### src/rtl/assert_macros.svh
// ----------------------------------------------------------------------------
// assert_macros.svh
// Shared concurrent assertion macros for the swarm connectivity check.
// ----------------------------------------------------------------------------
`ifndef ASSERT_MACROS_SVH
`define ASSERT_MACROS_SVH

// same-cycle implication
`define ASSERT_IMPLIES(lbl, clk, rst_n, ante, cons) \
  lbl: assert property (@(posedge clk) disable iff (!rst_n) (ante) |-> (cons)) \
    else $error("assertion failed: same-cycle implication");

// next-cycle implication
`define ASSERT_NEXT(lbl, clk, rst_n, ante, cons) \
  lbl: assert property (@(posedge clk) disable iff (!rst_n) (ante) |=> (cons)) \
    else $error("assertion failed: next-cycle implication");

`endif

### src/rtl/scb_pkg.sv
// ----------------------------------------------------------------------------
// scb_pkg
// Types and constants shared by the swarm connectivity check modules.
// ----------------------------------------------------------------------------
package scb_pkg;

  localparam int ID_W   = 5;
  localparam int MASK_W = 16;
  localparam int CNT_W  = 8;
  localparam int LOST_W = 5;
  localparam int BETA_W = 5;
  localparam int MAX_ID = (1 << ID_W) - 1;

  localparam logic [BETA_W-1:0] BETA_RESET = 5'd1;
  localparam logic [CNT_W-1:0]  CNT_MAX    = 8'hFF;

  localparam logic OP_BEACON = 1'b0;
  localparam logic OP_EVAL   = 1'b1;

  typedef struct packed {
    logic              op;
    logic [ID_W-1:0]   sender_id;
    logic              sender_lit;
    logic [MASK_W-1:0] neighbor_mask;
  } in_item_t;

  typedef struct packed {
    logic              go_back;
    logic              go_forward;
    logic [MASK_W-1:0] heard_mask;
    logic [CNT_W-1:0]  beacon_count;
    logic [LOST_W-1:0] lost_count;
  } out_item_t;

  typedef enum logic [1:0] {
    S_IDLE,
    S_ROW,
    S_COL,
    S_DONE
  } state_t;

  typedef struct packed {
    logic beacon;
    logic eval_start;
    logic row_step;
    logic col_step;
    logic finish;
  } cmd_t;

  typedef struct packed {
    logic i_lost;
    logic i_prev_lit;
    logic i_last;
    logic j_last;
    logic out_free;
  } status_t;

endpackage

### src/rtl/swarm_connectivity_beta_check.sv
// ----------------------------------------------------------------------------
// swarm_connectivity_beta_check
// Beacon collector and round-end connectivity check for one swarm robot.
// ----------------------------------------------------------------------------
// Input channel (in_valid/in_stall, in_item): a beacon item (op 0) records its
// sender as heard and ORs its neighbor mask into the sender's row and gives
// no result. An end-of-round item (op 1) scans the robot table and gives one
// result on out_valid/out_stall, out_item. Each lost unlit robot costs one
// inner pass over the table, of N = min(ROBOT_COUNT, 31) robots, through the
// single row read port. in_stall is high for the whole scan.
// Config (cfg_valid/cfg_ready, cfg_data): beta threshold, always ready; write
// it only while the block is idle.
// Reset (rst_n, synchronous): status tables and counters clear, beta to 1.
// A stalled result holds in the output register; beacons are still taken,
// and the next round end is scanned; its result waits until that one is taken.
// ----------------------------------------------------------------------------
module swarm_connectivity_beta_check #(
  parameter int ROBOT_COUNT = 16
) (
  input  logic                       clk,
  input  logic                       rst_n,
  input  logic                       in_valid,
  output logic                       in_stall,
  input  scb_pkg::in_item_t          in_item,
  output logic                       out_valid,
  input  logic                       out_stall,
  output scb_pkg::out_item_t         out_item,
  input  logic                       cfg_valid,
  output logic                       cfg_ready,
  input  logic [scb_pkg::BETA_W-1:0] cfg_data
);
  import scb_pkg::*;

  cmd_t    cmd;
  status_t st;

  assign cfg_ready = 1'b1;

  scb_ctrl u_ctrl (
    .clk      (clk),
    .rst_n    (rst_n),
    .in_valid (in_valid),
    .in_op    (in_item.op),
    .in_stall (in_stall),
    .st       (st),
    .cmd      (cmd)
  );

  scb_dp #(
    .ROBOT_COUNT (ROBOT_COUNT)
  ) u_dp (
    .clk       (clk),
    .rst_n     (rst_n),
    .in_item   (in_item),
    .cfg_we    (cfg_valid && cfg_ready),
    .cfg_data  (cfg_data),
    .cmd       (cmd),
    .st        (st),
    .out_valid (out_valid),
    .out_stall (out_stall),
    .out_item  (out_item)
  );

endmodule

### src/rtl/scb_ctrl.sv
// ----------------------------------------------------------------------------
// scb_ctrl
// Sequencer: takes items, walks the robot table at round end, issues results.
// ----------------------------------------------------------------------------
`include "assert_macros.svh"

module scb_ctrl (
  input  logic             clk,
  input  logic             rst_n,
  input  logic             in_valid,
  input  logic             in_op,
  output logic             in_stall,
  input  scb_pkg::status_t st,
  output scb_pkg::cmd_t    cmd
);
  import scb_pkg::*;

  state_t state_r, state_nxt;

  always_ff @(posedge clk) begin
    if (!rst_n) begin
      state_r <= S_IDLE;
    end else begin
      state_r <= state_nxt;
    end
  end

  always_comb begin
    state_nxt = state_r;
    cmd       = '0;
    in_stall  = 1'b1;
    unique case (state_r)
      S_IDLE: begin
        in_stall = 1'b0;
        if (in_valid) begin
          if (in_op == OP_BEACON) begin
            cmd.beacon = 1'b1;
          end else begin
            cmd.eval_start = 1'b1;
            state_nxt      = S_ROW;
          end
        end
      end
      S_ROW: begin
        cmd.row_step = 1'b1;
        if (st.i_lost && !st.i_prev_lit) begin
          state_nxt = S_COL;
        end else if (st.i_last) begin
          state_nxt = S_DONE;
        end
      end
      S_COL: begin
        cmd.col_step = 1'b1;
        if (st.j_last) begin
          state_nxt = st.i_last ? S_DONE : S_ROW;
        end
      end
      S_DONE: begin
        if (st.out_free) begin
          cmd.finish = 1'b1;
          state_nxt  = S_IDLE;
        end
      end
      default: begin
        state_nxt = S_IDLE;
      end
    endcase
  end

  `ASSERT_IMPLIES(a_col_only_lost_unlit, clk, rst_n, state_r == S_COL, st.i_lost && !st.i_prev_lit)
  `ASSERT_IMPLIES(a_single_cmd, clk, rst_n, 1'b1, $onehot0({cmd.beacon, cmd.eval_start, cmd.row_step, cmd.col_step, cmd.finish}))

endmodule

### src/rtl/scb_dp.sv
// ----------------------------------------------------------------------------
// scb_dp
// Datapath: heard tables, round counters, coverage scan and result register.
// ----------------------------------------------------------------------------
`include "assert_macros.svh"

module scb_dp #(
  parameter int ROBOT_COUNT = 16
) (
  input  logic                          clk,
  input  logic                          rst_n,
  input  scb_pkg::in_item_t             in_item,
  input  logic                          cfg_we,
  input  logic [scb_pkg::BETA_W-1:0]    cfg_data,
  input  scb_pkg::cmd_t                 cmd,
  output scb_pkg::status_t              st,
  output logic                          out_valid,
  input  logic                          out_stall,
  output scb_pkg::out_item_t            out_item
);
  import scb_pkg::*;

  localparam int NUM    = (ROBOT_COUNT < MAX_ID) ? ROBOT_COUNT : MAX_ID;
  localparam int IDX_W  = (NUM > 1) ? $clog2(NUM) : 1;
  localparam int ROW_W  = (NUM < MASK_W) ? NUM : MASK_W;
  localparam int RIDX_W = (ROW_W > 1) ? $clog2(ROW_W) : 1;
  localparam int SH_W   = $clog2(NUM + 1);
  localparam int CMP_W  = ((SH_W > BETA_W) ? SH_W : BETA_W) + 1;
  localparam logic [IDX_W:0]   ROW_LIM  = (IDX_W + 1)'(ROW_W);
  localparam logic [IDX_W-1:0] IDX_LAST = IDX_W'(NUM - 1);
  localparam logic [ID_W-1:0]  ID_LAST  = ID_W'(NUM);

  logic [NUM-1:0]    heard_r, lit_r, prev_heard_r, prev_lit_r;
  logic [ROW_W-1:0]  rows_r [NUM];
  logic [CNT_W-1:0]  beacons_r, prev_beacons_r;
  logic [BETA_W-1:0] beta_r;
  logic [IDX_W-1:0]  i_r, j_r;
  logic [SH_W-1:0]   shared_r;
  logic [LOST_W-1:0] lost_r;
  logic              back_r;
  logic              out_valid_r;
  out_item_t         out_r;

  logic              id_ok;
  logic [ID_W-1:0]   id_m1;
  logic [IDX_W-1:0]  widx;
  logic              wr_en;
  logic [ROW_W-1:0]  row_j;
  logic              hit;
  logic [SH_W-1:0]   shared_sum;
  logic              shared_low;
  logic [MASK_W-1:0] heard_mask;

  assign id_ok = (in_item.sender_id != '0) && (in_item.sender_id <= ID_LAST);
  assign id_m1 = in_item.sender_id - ID_W'(1);
  assign widx  = id_m1[IDX_W-1:0];
  assign wr_en = cmd.beacon && id_ok;

  assign row_j      = rows_r[j_r];
  assign hit        = heard_r[j_r] && !lit_r[j_r] && ({1'b0, i_r} < ROW_LIM)
                      && row_j[i_r[RIDX_W-1:0]];
  assign shared_sum = shared_r + SH_W'(hit);
  assign shared_low = CMP_W'(shared_sum) <= CMP_W'(beta_r);

  always_comb begin
    heard_mask            = '0;
    heard_mask[ROW_W-1:0] = heard_r[ROW_W-1:0];
  end

  always_comb begin
    st.i_lost     = prev_heard_r[i_r] && !heard_r[i_r];
    st.i_prev_lit = prev_lit_r[i_r];
    st.i_last     = (i_r == IDX_LAST);
    st.j_last     = (j_r == IDX_LAST);
    st.out_free   = !out_valid_r || !out_stall;
  end

  // status tables
  always_ff @(posedge clk) begin
    if (!rst_n) begin
      heard_r        <= '0;
      lit_r          <= '0;
      prev_heard_r   <= '0;
      prev_lit_r     <= '0;
      beacons_r      <= '0;
      prev_beacons_r <= '0;
      beta_r         <= BETA_RESET;
    end else begin
      if (cfg_we) begin
        beta_r <= cfg_data;
      end
      if (cmd.finish) begin
        prev_heard_r   <= heard_r;
        prev_lit_r     <= lit_r;
        prev_beacons_r <= beacons_r;
        heard_r        <= '0;
        lit_r          <= '0;
        beacons_r      <= '0;
      end else if (wr_en) begin
        heard_r[widx] <= 1'b1;
        lit_r[widx]   <= in_item.sender_lit;
        if (beacons_r != CNT_MAX) begin
          beacons_r <= beacons_r + CNT_W'(1);
        end
      end
    end
  end

  // neighbor rows; first beacon of a round overwrites the stale row
  always_ff @(posedge clk) begin
    for (int k = 0; k < NUM; k++) begin
      if (wr_en && widx == IDX_W'(k)) begin
        rows_r[k] <= heard_r[k] ? (rows_r[k] | in_item.neighbor_mask[ROW_W-1:0])
                                : in_item.neighbor_mask[ROW_W-1:0];
      end
    end
  end

  // round-end scan
  always_ff @(posedge clk) begin
    if (!rst_n) begin
      i_r      <= '0;
      j_r      <= '0;
      shared_r <= '0;
      lost_r   <= '0;
      back_r   <= 1'b0;
    end else begin
      if (cmd.eval_start) begin
        i_r    <= '0;
        lost_r <= '0;
        back_r <= 1'b0;
      end else if (cmd.row_step) begin
        j_r      <= '0;
        shared_r <= '0;
        if (st.i_lost) begin
          lost_r <= lost_r + LOST_W'(1);
          if (st.i_prev_lit) begin
            back_r <= 1'b1;
          end
        end
        if (!(st.i_lost && !st.i_prev_lit)) begin
          i_r <= i_r + IDX_W'(1);
        end
      end else if (cmd.col_step) begin
        shared_r <= shared_sum;
        j_r      <= j_r + IDX_W'(1);
        if (st.j_last) begin
          i_r <= i_r + IDX_W'(1);
          if (shared_low) begin
            back_r <= 1'b1;
          end
        end
      end
    end
  end

  // result register
  always_ff @(posedge clk) begin
    if (!rst_n) begin
      out_valid_r <= 1'b0;
    end else if (cmd.finish) begin
      out_valid_r <= 1'b1;
    end else if (!out_stall) begin
      out_valid_r <= 1'b0;
    end
  end

  always_ff @(posedge clk) begin
    if (cmd.finish) begin
      out_r.go_back      <= back_r;
      out_r.go_forward   <= !back_r && (beacons_r > prev_beacons_r);
      out_r.heard_mask   <= heard_mask;
      out_r.beacon_count <= beacons_r;
      out_r.lost_count   <= lost_r;
    end
  end

  assign out_valid = out_valid_r;
  assign out_item  = out_r;

  `ASSERT_NEXT(a_round_cleared, clk, rst_n, cmd.finish, heard_r == '0 && beacons_r == '0)
  `ASSERT_IMPLIES(a_load_free, clk, rst_n, cmd.finish, !out_valid_r || !out_stall)

endmodule

### config.mk
export PLATFORM = sky130hd
export DESIGN_NAME = swarm_connectivity_beta_check
export DESIGN_NICKNAME = d
export VERILOG_FILES = /design/src/rtl/scb_pkg.sv /design/src/rtl/swarm_connectivity_beta_check.sv /design/src/rtl/scb_ctrl.sv /design/src/rtl/scb_dp.sv
export VERILOG_INCLUDE_DIRS = /design/src /design/src/rtl
export SDC_FILE = /design/constraint.sdc
export NUM_CORES = 1
export LEC_CHECK = 0
export BUFFER_PORTS_ARGS = -buffer_cell sky130_fd_sc_hd__buf_2
export CORE_ASPECT_RATIO = 2
export CORE_MARGIN = 3
export CORE_UTILIZATION = 44
export DETAILED_ROUTE_END_ITERATION = 12
export GPL_ROUTABILITY_DRIVEN = 0
export SLEW_MARGIN = 20
export SYNTH_ARGS = -nofsm -noshare
export SYNTH_HDL_FRONTEND = slang
export SYNTH_SLANG_ARGS = --single-unit
### constraint.sdc
create_clock -name clk -period 5.54 [get_ports clk]
set_input_delay 1.108 -clock clk [delete_from_list [all_inputs] [get_ports clk]]
set_output_delay 1.108 -clock clk [all_outputs]
set_load 0.02 [all_outputs]
Word level (Yosys, flattened, before mapping)
Memory sizes are Yosys's and may differ from the RTL's. A register that Yosys moved wholly into a read port is not among the register bits.
Index checks and enable logic that the tools add are counted.
Widths: inputs -> output; s select.
- flip-flop bits (word level): 138
- bits in latches: 0
- memory bits (writable): 256
- bits in read-only memories: 0
- input port bits: 33
- output and inout port bits: 34
- logic and storage cells: 285
- memories kept: 1
- add/sub/neg operators: 6
- multipliers: 0
- divide/modulo/power cells: 0
- magnitude comparators: 7
- equality and inequality tests: 30
- shift-type cells: 0
- muxes and demuxes: 143
- bitwise logic cells: 19
- reduce and logical (&&, ||, !) cells: 60
- memory list (memory ; depth ; width ; read ports ; clocked after Yosys merged registers in ; wr ports ; line ; RTL):
    u_dp.rows_r ; 16 ; 16 ; 17 ; 1 ; 1 ; scb_dp.sv:34 ; logic [ROW_W-1:0] rows_r [NUM];
- operators with widths (kind ; count):
    $mux 16 ; 31
    $or 16x16->16 ; 17
    $reduce_or 16->1 ; 15
    $mux 4 ; 23
    $mux 1 ; 69
    $eq 4x4->1 const B ; 10
    $bmux 1 s4 ; 6
    $logic_and 1x1->1 ; 24
    $mux 2 ; 9
    $bwmux 16 ; 1
    $eq 4x3->1 const B ; 4
    $lt 4x5->1 const B ; 3
    $mux 5 ; 2
    $ne 2x2->1 const B ; 5
    $reduce_and 5->1 ; 2
    $add 4x1->4 const B ; 2
    $add 8x1->8 const B ; 1
    $eq 4x2->1 const B ; 2
    $gt 8x8->1 ; 1
    $ne 8x8->1 const B ; 1
    $pmux 2 s4 ; 1
    $logic_not 1->1 ; 6
    $ne 2x1->1 const B ; 3
    $reduce_and 2->1 ; 3
    other kinds (19) ; 24

Depth between registers and ports, before layout
Gate-level depths: netlist of the first run.
- word-level depth: 23
- mapped depth: 21
- gate-level depth less buffers: 17

By module
From an unflattened synthesis of the first run, not the netlist that was laid out.
- cell total of the unflattened synthesis: 1359
- area total of the unflattened synthesis: 18302.6 um^2
- modules (own cells, without submodules) (module ; times used ; cells an instance ; area an instance (um^2) ; seq. area each (um^2)):
    scb_dp ; 1 ; 1336 ; 18127.4 ; 10800.4
    scb_ctrl ; 1 ; 21 ; 163.9 ; 40.0
    swarm_connectivity_beta_check ; 1 ; 2 ; 11.3 ; 0.0

Least setup slack after synthesis of the first run
No wires, ideal clock.
- kind: register -> register
- start: register (tool-made name)
- end: register u_dp.back_r
- library setup time: 74 ps
- arrival time: 3913 ps
- required time: 5466 ps
- path slack: 1552 ps
- stages on the path, launching flop included: 19
- buffers on the path: 2
- period minus slack after synthesis: 3988 ps
- path through: dfxtp_1 > buf_2 > buf_2 > mux4_4 > mux4_2 > o31ai_2 > a21oi_1 > and3_1 > a211o_1 > ha_1 > ha_1 > ha_1 > nor2b_1 > o21a_1 > o21a_1 > o21a_1 > o22ai_1 > a22oi_1 > o21ai_0
- RTL lines (item ; line ; RTL):
    end signal: assignment ; scb_dp.sv:126 ; back_r <= 1'b0;
    end signal: assignment ; scb_dp.sv:131 ; back_r <= 1'b0;
    end signal: assignment ; scb_dp.sv:138 ; back_r <= 1'b1;
    end: declaration ; scb_dp.sv:40 ; logic back_r;

==> results.txt, run 1 <==
The most numerous cell in the Yosys netlist is sky130_fd_sc_hd__edfxtp_1. Entering global routing, the biggest net connects 55 pins. The run finished with clean final reports. The reported max-cap violation count came out at 0. The number of global-route vias before repair came out at 12400. After synthesis, the share of cell area in mux cells is 0.105.

The overall power after layout came out at a little under 7 mW. The register clock-pin slew on the reported worst setup and hold paths came out at roughly 60 ps. The antenna diode count came out at 0. The worst-case setup margin in the final layout came out at 850 ps. The instance count after placement with tap cells included came out at 1949. The worst clock skew on the final layout came out at 19.3 ps. Post-CTS repair changed the size of 0 cells. The core region area came out at between 40000 and 50000 um2. The tree is rooted in a sky130_fd_sc_hd__clkbuf_16.

The HPWL after detailed placement is around 35000 um. Summed over all instances, the cell type with the most area after synthesis is sky130_fd_sc_hd__edfxtp_1. The quantity of I/O buffers inserted on ports came out at 65. After synthesis, the largest family of logic cells by area is compound AO/OA/AOI/OAI gates. The post-detailed-routing wire length came out at between 50000 and 60000 um. The maximum level of the CTS H-tree is 2. In this run the worst hold path is classified as register to register. Of the total synthesized cell area, the portion taken by AND, OR, NAND and NOR gates is 0.0772. The area share of the largest cell type after synthesis came out at 0.473.

Traced cell by cell, the critical path runs through buf_4, mux4_2, mux2i_1, nor3_1, nor3_1, a32oi_1, a211o_1, ha_1, ha_1, ha_1, nor2b_1, o21a_1, o21a_1, o21a_1, o22ai_1, a22oi_1, o21ai_0. The number of enable flip-flop cells after synthesis came out at between 200 and 300. For this run, the top clock speed supported by timing is ~210 MHz. The final setup TNS came out at 0 ps.

In the global route stage, overall resource usage came out at 0.236. The net count after synthesis came out at approximately 1500. The initial antenna violation count came out at 1.

Setup repair after global routing left no endpoint under its margin. TritonCTS created 37 clock buffers. The initial DRC count is around 780. The share of the synthesized area in compound gates (AO/OA/AOI/OAI) came out at 0.162. The buffers inserted during post-CTS setup optimization came out at 0. The maximum number of buffers from clock root to sink came out at 3. The time the worst path needs with I/O delays and setup is roughly 4700 ps. The total number of nets in the final design came out at about 1500. Sorting the synthesized cells by area gives the leading types as sky130_fd_sc_hd__edfxtp_1 (47%), sky130_fd_sc_hd__dfxtp_1 (12%), sky130_fd_sc_hd__a21o_1 (11%). The global-route congestion overflow total came out at 0. The required arrival time at the worst endpoint is between 6000 and 7000 ps.

The average instance area after synthesis came out at 12.8 um2. The average vias per placed instance came out at roughly 6.0. The first global-routing pass estimated slightly below 80000 um of wire. For this run, asynchronously set or reset flops after synthesis account for 0. The area added between synthesis and finish came out at 11.1%.

The instance count along the most critical hold path came out at 2. The number of clock sinks is approximately 400. The ratio of final minimum period to clock period is 0.847. For this run, design rule violations remaining after detail routing come to 0.

The delay of the slowest critical-path stage is 760 ps. The area of the die is around 44000 um2. The fraction of final layout cells with drive strength greater than 1 is 0.158. The number of max-slew violations in the final report came to 0. The worst slew margin relative to its limit came out at 0.307. The post-synth design cell area came out at about 18000 um2. The count of vias placed by the detailed router came out at between 10000 and 15000. The insertion delay to the later sink of the worst-skew pair came out at 540 ps.

The number of antenna-violating nets in the routed design is 0. After detailed routing, the average wire length per cell comes to around 26 um. By count the netlist is led by sky130_fd_sc_hd__edfxtp_1 (287), sky130_fd_sc_hd__a21o_1 (261), sky130_fd_sc_hd__nand2_1 (126). Of the synthesized area, sequential elements account for 0.595. The synthesized-area fraction occupied by adder cells is 0.0158. Counting every instance in the synthesized netlist gives between 1000 and 1500.

The standard-cell row count came out at 104. Across the VDD grid, the largest voltage drop is 0.000240 V. The first-pass iteration count of the detailed router came out at 5.

Among all stages on the critical path, the largest delay is contributed by sky130_fd_sc_hd__dfxtp_2. The number of cells in the finished layout apart from fillers is 2015. The Yosys step of the flow raised 0 warnings. In this run the vertical extent of the chip is between 200 and 300 um. The worst setup path is launched from a register.

The arrival time of the worst setup path came out at between 5000 and 6000 ps. In this run, post-CTS hold repair placed 0 buffers. The path type of the worst setup path is register to register.

The netlist uses 64 different library cells. The final number of hold-violating endpoints is 0. Of the total synthesized cell area, the portion taken by XOR and XNOR cells is 0.00721. The worst setup path is captured at a register. The worst reg-to-reg path cell count is 17. The horizontal die dimension came out at roughly 150 um. The initial utilization of the core area, before any placement, comes to 0.449.

Setup violations remaining at the end of the flow were counted as 0. The maximum fanout encountered on the critical timing path is 23. The count of state elements after synthesis is slightly below 400. TritonCTS built the clock tree. The standby leakage power came out at ~8.0 nW.

Dividing total power by cell area gives a power density of ~340 nW/um2. Pin placement for this block handled between 60 and 70 I/O pins. The slew at the pin closest to its max-slew limit came out at 1040 ps. The prevailing post-synth register cell is sky130_fd_sc_hd__edfxtp_1. The worst slack at placement came out at between 800 and 900 ps.
[sequential cells by signal (all words and copies together), names as in the netlist, named ones only]
signal               cells
u_dp.beta_r              5
u_dp.back_r              1
u_dp.lit_r              16
u_dp.shared_r            5
u_dp.j_r                 4
u_dp.i_r                 4
u_dp.lost_r              5
u_dp.beacons_r           8
u_dp.out_valid           1
u_ctrl.state_r           2
u_dp.out_item           31
u_dp.heard_mask         16
u_dp.prev_heard_r       16
u_dp.rows_r            256
u_dp.prev_lit_r         16
u_dp.prev_beacons_r      8
[cell families after synthesis]
| family | Yosys count |
|---|---|
| AO/OA/AOI/OAI | 421 |
| XOR/XNOR | 15 |
| adder cells (fa/ha/maj) | 23 |
| buffers and inverters | 154 |
| flip-flops | 398 |
| multiplexers | 101 |
| other | 1 |
| AND/OR/NAND/NOR | 309 |
[layer usage]
metal / wire length [um] / vias up / GRT usage
met5: 7 / - / 0
met4: 3450 / 2 / 0.135
met3: 2350 / 138 / 0.0259
met2: 27900 / 421 / 0.437
met1: 18000 / 6229 / 0.257
li1: - / 5385 / -
[worst paths after layout]
check / endpoint / start / slack, ps
setup / recovery: u_dp.back_r$_SDFFE_PP0P_ / register / 850
hold / removal: u_dp.prev_beacons_r[2]$_SDFFE_PN0P_ / u_dp.prev_beacons_r[2]$_SDFFE_PN0P_ / 450
setup reg to reg: u_dp.back_r$_SDFFE_PP0P_ / register / 850
hold reg to reg: u_dp.prev_beacons_r[2]$_SDFFE_PN0P_ / u_dp.prev_beacons_r[2]$_SDFFE_PN0P_ / 450
[per-stage QoR]
step	util	instance area (um2)	hold WS (ps)
floorplan	-	18200	406
global placement	0.470	19100	438
detailed placement	0.470	19100	443
CTS	0.498	20200	455
global route	0.498	20200	467
finish	0.498	20200	451
[cell usage in the layout, fill, tap and decap left out, drive strengths merged, types with 35 or more instances in the layout]
| cell type | instances |
|---|---|
| a21o | 261 |
| a21oi | 69 |
| buf | 115 |
| clkbuf | 50 |
| dfxtp | 111 |
| edfxtp | 287 |
| inv | 35 |
| mux4 | 65 |
| nand2 | 126 |
| nor2 | 91 |
[power breakdown]
group	switching, mW	leakage (nW)	internal, mW
clock network	1.11	0.572	1.40
logic	0.552	3.89	0.447
registers	0.0835	3.51	3.23
total	1.75	7.96	5.08
[critical path, delay by kind of cell (launching register included)]
family	cells	cell delay (ps)
adders and majority gates	3	900
muxes	2	730
AOI/OAI and AO/OA	8	1340
buffers and inverters	1	400
DFF	1	760
and+or+nand+nor	3	450
[cell type report]
class	count	area [um2]
flip-flops and latches	398	10800
inverters	36	135
clock buffers	50	1030
repair buffers	115	701
clock inverters	16	128
fillers	3648	20400
well taps	530	663
multi-input cells	870	6730
No activity file was read; power rests on OpenSTA's default activity.
==> inputs of run 2 (changes only) <==
==> constraint.sdc (replaced) <==
create_clock -name clk -period 4.12 [get_ports clk]
set_input_delay 0.824 -clock clk [delete_from_list [all_inputs] [get_ports clk]]
set_output_delay 0.824 -clock clk [all_outputs]
set_load 0.02 [all_outputs]
==> results.txt, run 2 (synthesis results as in run 1) <==
Status: finished, violations left (was finished clean). The final reports fail on negative setup slack. The time the worst path needs with I/O delays and setup came out at 4160 ps (was 4690 ps).

The initial antenna violation count came to 3 (was 1). The highest metal layer with signal wires is met5 (unchanged). The met2 layer wire length in the routed design is 28900 um (was 27900 um).

The worst reg-to-reg path cell count came out at 17 (unchanged). The average vias per placed instance came to 5.88 (was 6.04). The initial DRC count is 709 (was 775).

The global-route wire length before repair came out at 77900 um (was 77200 um). The count of vias placed by the detailed router is 12300 (was 12200). The global-route usage over all layers is 0.238 (was 0.236). The register name with the most flops was u_dp.rows_r (unchanged). The maximum level of the CTS H-tree came out at 2 (unchanged).

The total number of nets in the final design is 1584 (was 1514). The met3 routed wirelength came out at 2130 um (was 2350 um). The global-route congestion overflow total came to 0 (unchanged). The area added between synthesis and finish is 15.7% (was 11.1%). The number of antenna-violating nets in the routed design was 0 (unchanged).

The instance count along the most critical hold path came out at 2 (unchanged). The TritonCTS clock tree is yes (unchanged). The worst-case setup margin in the final layout is -43.1 ps (was 850 ps). The instance count after placement with tap cells included is 2007 (was 1949). The I/O pin total is 67 (unchanged). The setup slack of the most critical reg-to-reg path is -40 ps (was 850 ps). The final core utilization came out at 0.519 (was 0.498). The hold path startpoint is u_dp.prev_heard_r[12]$_SDFFE_PN0P_ (was u_dp.prev_beacons_r[2]$_SDFFE_PN0P_).

The core region area is 40600 um2 (unchanged). The final number of hold-violating endpoints came out at 0 (unchanged). The number of DRC violations after detailed routing came out at 0 (unchanged). The number of filler cells placed in the layout came to 3553 (was 3648). The timing-limited maximum frequency is 240 MHz (was 213 MHz). The slew at the pin closest to its max-slew limit is 1050 ps (was 1040 ps). The maximum number of pins on one net before global-route repair is 55 (unchanged). The reported max-cap violation count is 0 (unchanged).

The post-layout instance area came out at 21100 um2 (was 20200 um2). The worst path buffer plus inverter count came out at 1 (unchanged). The number of max-slew violations in the final report came to 0 (unchanged). The fraction of final layout cells with drive strength greater than 1 came to 0.205 (was 0.158). Unrepaired setup endpoints after global routing: true (was false). The routed length on met1 is 17800 um (was 18000 um). The worst slew margin relative to its limit is 0.300 (was 0.307). The kind of cell adding the most delay to the critical path is compound AO/OA/AOI/OAI gates (unchanged). The routed wire length per instance is 25.1 um (was 25.6 um). The post-detailed-routing wire length came out at 52300 um (was 51700 um).

The path type of the worst setup path is register to register (unchanged). The standard-cell row count is 104 (unchanged). The leading cell type in the layout, fill and taps excluded was sky130_fd_sc_hd__edfxtp_1 (unchanged). The number of failing setup endpoints in the final timing report is 1 (was 0). The standby leakage power is 8.39 nW (was 7.96 nW).

The type of element capturing the critical path was a register (unchanged). The HPWL after detailed placement was 35500 um (was 35200 um). The worst clock skew on the final layout is 16.0 ps (was 19.3 ps). The number of clock sinks came out at 398 (unchanged). The maximum number of buffers from clock root to sink was 3 (unchanged). The capture instance of the worst register-to-register path is u_dp.back_r$_SDFFE_PP0P_ (unchanged). The quantity of I/O buffers inserted on ports came out at 65 (unchanged). The ratio of final minimum period to clock period is 1.01 (was 0.847). The starting utilization of the core area came out at 0.449 (unchanged).

The vertical die dimension is 294 um (unchanged). Highest-count cells in the layout ignoring fill and taps: sky130_fd_sc_hd__edfxtp_1 (287), sky130_fd_sc_hd__a21o_1 (261), sky130_fd_sc_hd__nand2_1 (126) (unchanged). The clock buffer count from CTS is 37 (unchanged).

The class of the tightest hold or removal check is register to register (unchanged). The final worst hold slack came to 452 ps (was 451 ps). The instance area at placement came to 19600 um2 (was 19100 um2). The arrival time of the worst setup path is 4630 ps (was 5160 ps). The area of the die was 44000 um2 (unchanged). The number of cells in the finished layout apart from fillers is 2086 (was 2015). The combined area of the multi-input logic cells came out at 6810 um2 (was 6730 um2).

The clock root buffer was sky130_fd_sc_hd__clkbuf_16 (unchanged). The horizontal die dimension came to 150 um (unchanged). The maximum fanout encountered on the critical timing path is 4 (was 23). The cell at the slowest stage of the critical path is sky130_fd_sc_hd__mux4_4 (was sky130_fd_sc_hd__dfxtp_2). The maximum VDD drop was 0.000252 V (was 0.000240 V). The number of global-route vias before repair is 12600 (was 12400). The final setup TNS came out at -43.1 ps (was 0 ps). The worst hold endpoint is u_dp.prev_heard_r[12]$_SDFFE_PN0P_ (was u_dp.prev_beacons_r[2]$_SDFFE_PN0P_).

The kind of start point of the critical path was a register (unchanged). Ordered list of cells on the worst path: buf_12, mux4_4, mux4_2, o31ai_4, a21oi_1, and3_1, a211o_1, ha_4, ha_4, ha_4, nor2b_4, o21a_1, o21a_1, o21a_1, o22ai_2, a22oi_1, o21ai_1 (was buf_4, mux4_2, mux2i_1, nor3_1, nor3_1, a32oi_1, a211o_1, ha_1, ha_1, ha_1, nor2b_1, o21a_1, o21a_1, o21a_1, o22ai_1, a22oi_1, o21ai_0). The power per standard cell area came out at 460 nW/um2 (was 337 nW/um2). The first-pass iteration count of the detailed router is 4 (was 5). The flip-flop count of the largest register, all copies and words added is 256 (unchanged). The register clock-pin slew on the reported worst setup and hold paths is 60 ps (about the same). The sequential cell area was 10800 um2 (unchanged). The insertion delay to the later sink of the worst-skew pair is 540 ps (about the same). The required arrival time at the worst endpoint came out at 4590 ps (was 6010 ps). The delay of the slowest critical-path stage is 610 ps (was 760 ps).
==> run 2: cell types whose count changed in the layout (fill, tap and decap cells not counted), sizes merged <==
cell    previous run  this run
buf              115       184
bufbuf             0         1
bufinv             2         4
clkbuf            50        52
clkinv            15        11
diode              0         1
==> run 2: where the power goes <==
part | internal, mW | leakage, nW | switching [mW]
clock network | 2.02 | 0.593 | 1.47
registers | 4.35 | 3.51 | 0.0560
logic | 0.905 | 4.29 | 0.885
total | 7.28 | 8.39 | 2.41
==> run 2: layout make-up <==
class / count / share of cell area
multi-input cells: 870 / 0.324
diodes: 1 / 0.000119
clock inverters: 14 / 0.00790
repair buffers: 185 / 0.0660
inverters: 36 / 0.00642
well taps: 530 / 0.0315
clock buffers: 52 / 0.0497
flip-flops and latches: 398 / 0.515
==> run 2: per-layer routing <==
metal,vias up,GRT usage
met4,4,0.139
li1,5522,-
met5,-,0
met1,6234,0.252
met2,370,0.447
met3,139,0.0276
==> run 2: how the worst max path moves through the flow <==
stage	start	endpoint	slack, ps	cells after the start
6_report	register	u_dp.back_r$_SDFFE_PP0P_	-40	17
5_1_grt	register	u_dp.back_r$_SDFFE_PP0P_	-200	17
4_1_cts	register	u_dp.back_r$_SDFFE_PP0P_	4	19
3_5_place_dp	register	u_dp.back_r$_SDFFE_PP0P_	-270	17
3_3_place_gp	register	u_dp.back_r$_SDFFE_PP0P_	-230	17
2_1_floorplan	register	u_dp.back_r$_SDFFE_PP0P_	130	18
==> run 2: timing repair <==
item / in CTS / in global routing
buffers inserted: 10 / 0
gates cloned: 2 / 0
pin swaps: 10 / 7
setup endpoints to repair: 1 / 1
resized for setup: 16 / 9
hold buffers: 0 / 0
hold endpoints to repair: 0 / 0
==> run 2: stage by stage <==
stage / worst slack, ps / power [mW]
after global placement: -229 / 6.02
after CTS: 3.94 / 9.77
after detailed placement: -274 / 6.04
after floorplan: 132 / 5.52
final: -43.1 / 9.68
after global routing: -196 / 10.0
==> run 2: worst register-to-register path, stage by stage (launching register included) <==
cell and delay [ps]:
sky130_fd_sc_hd__dfxtp_4 390, sky130_fd_sc_hd__buf_12 140, sky130_fd_sc_hd__mux4_4 620, sky130_fd_sc_hd__mux4_2 500, sky130_fd_sc_hd__o31ai_4 240, sky130_fd_sc_hd__a21oi_1 60
sky130_fd_sc_hd__and3_1 160, sky130_fd_sc_hd__a211o_1 360, sky130_fd_sc_hd__ha_4 210, sky130_fd_sc_hd__ha_4 270, sky130_fd_sc_hd__ha_4 190, sky130_fd_sc_hd__nor2b_4 130
sky130_fd_sc_hd__o21a_1 170, sky130_fd_sc_hd__o21a_1 160, sky130_fd_sc_hd__o21a_1 170, sky130_fd_sc_hd__o22ai_2 100, sky130_fd_sc_hd__a22oi_1 100, sky130_fd_sc_hd__o21ai_1 130
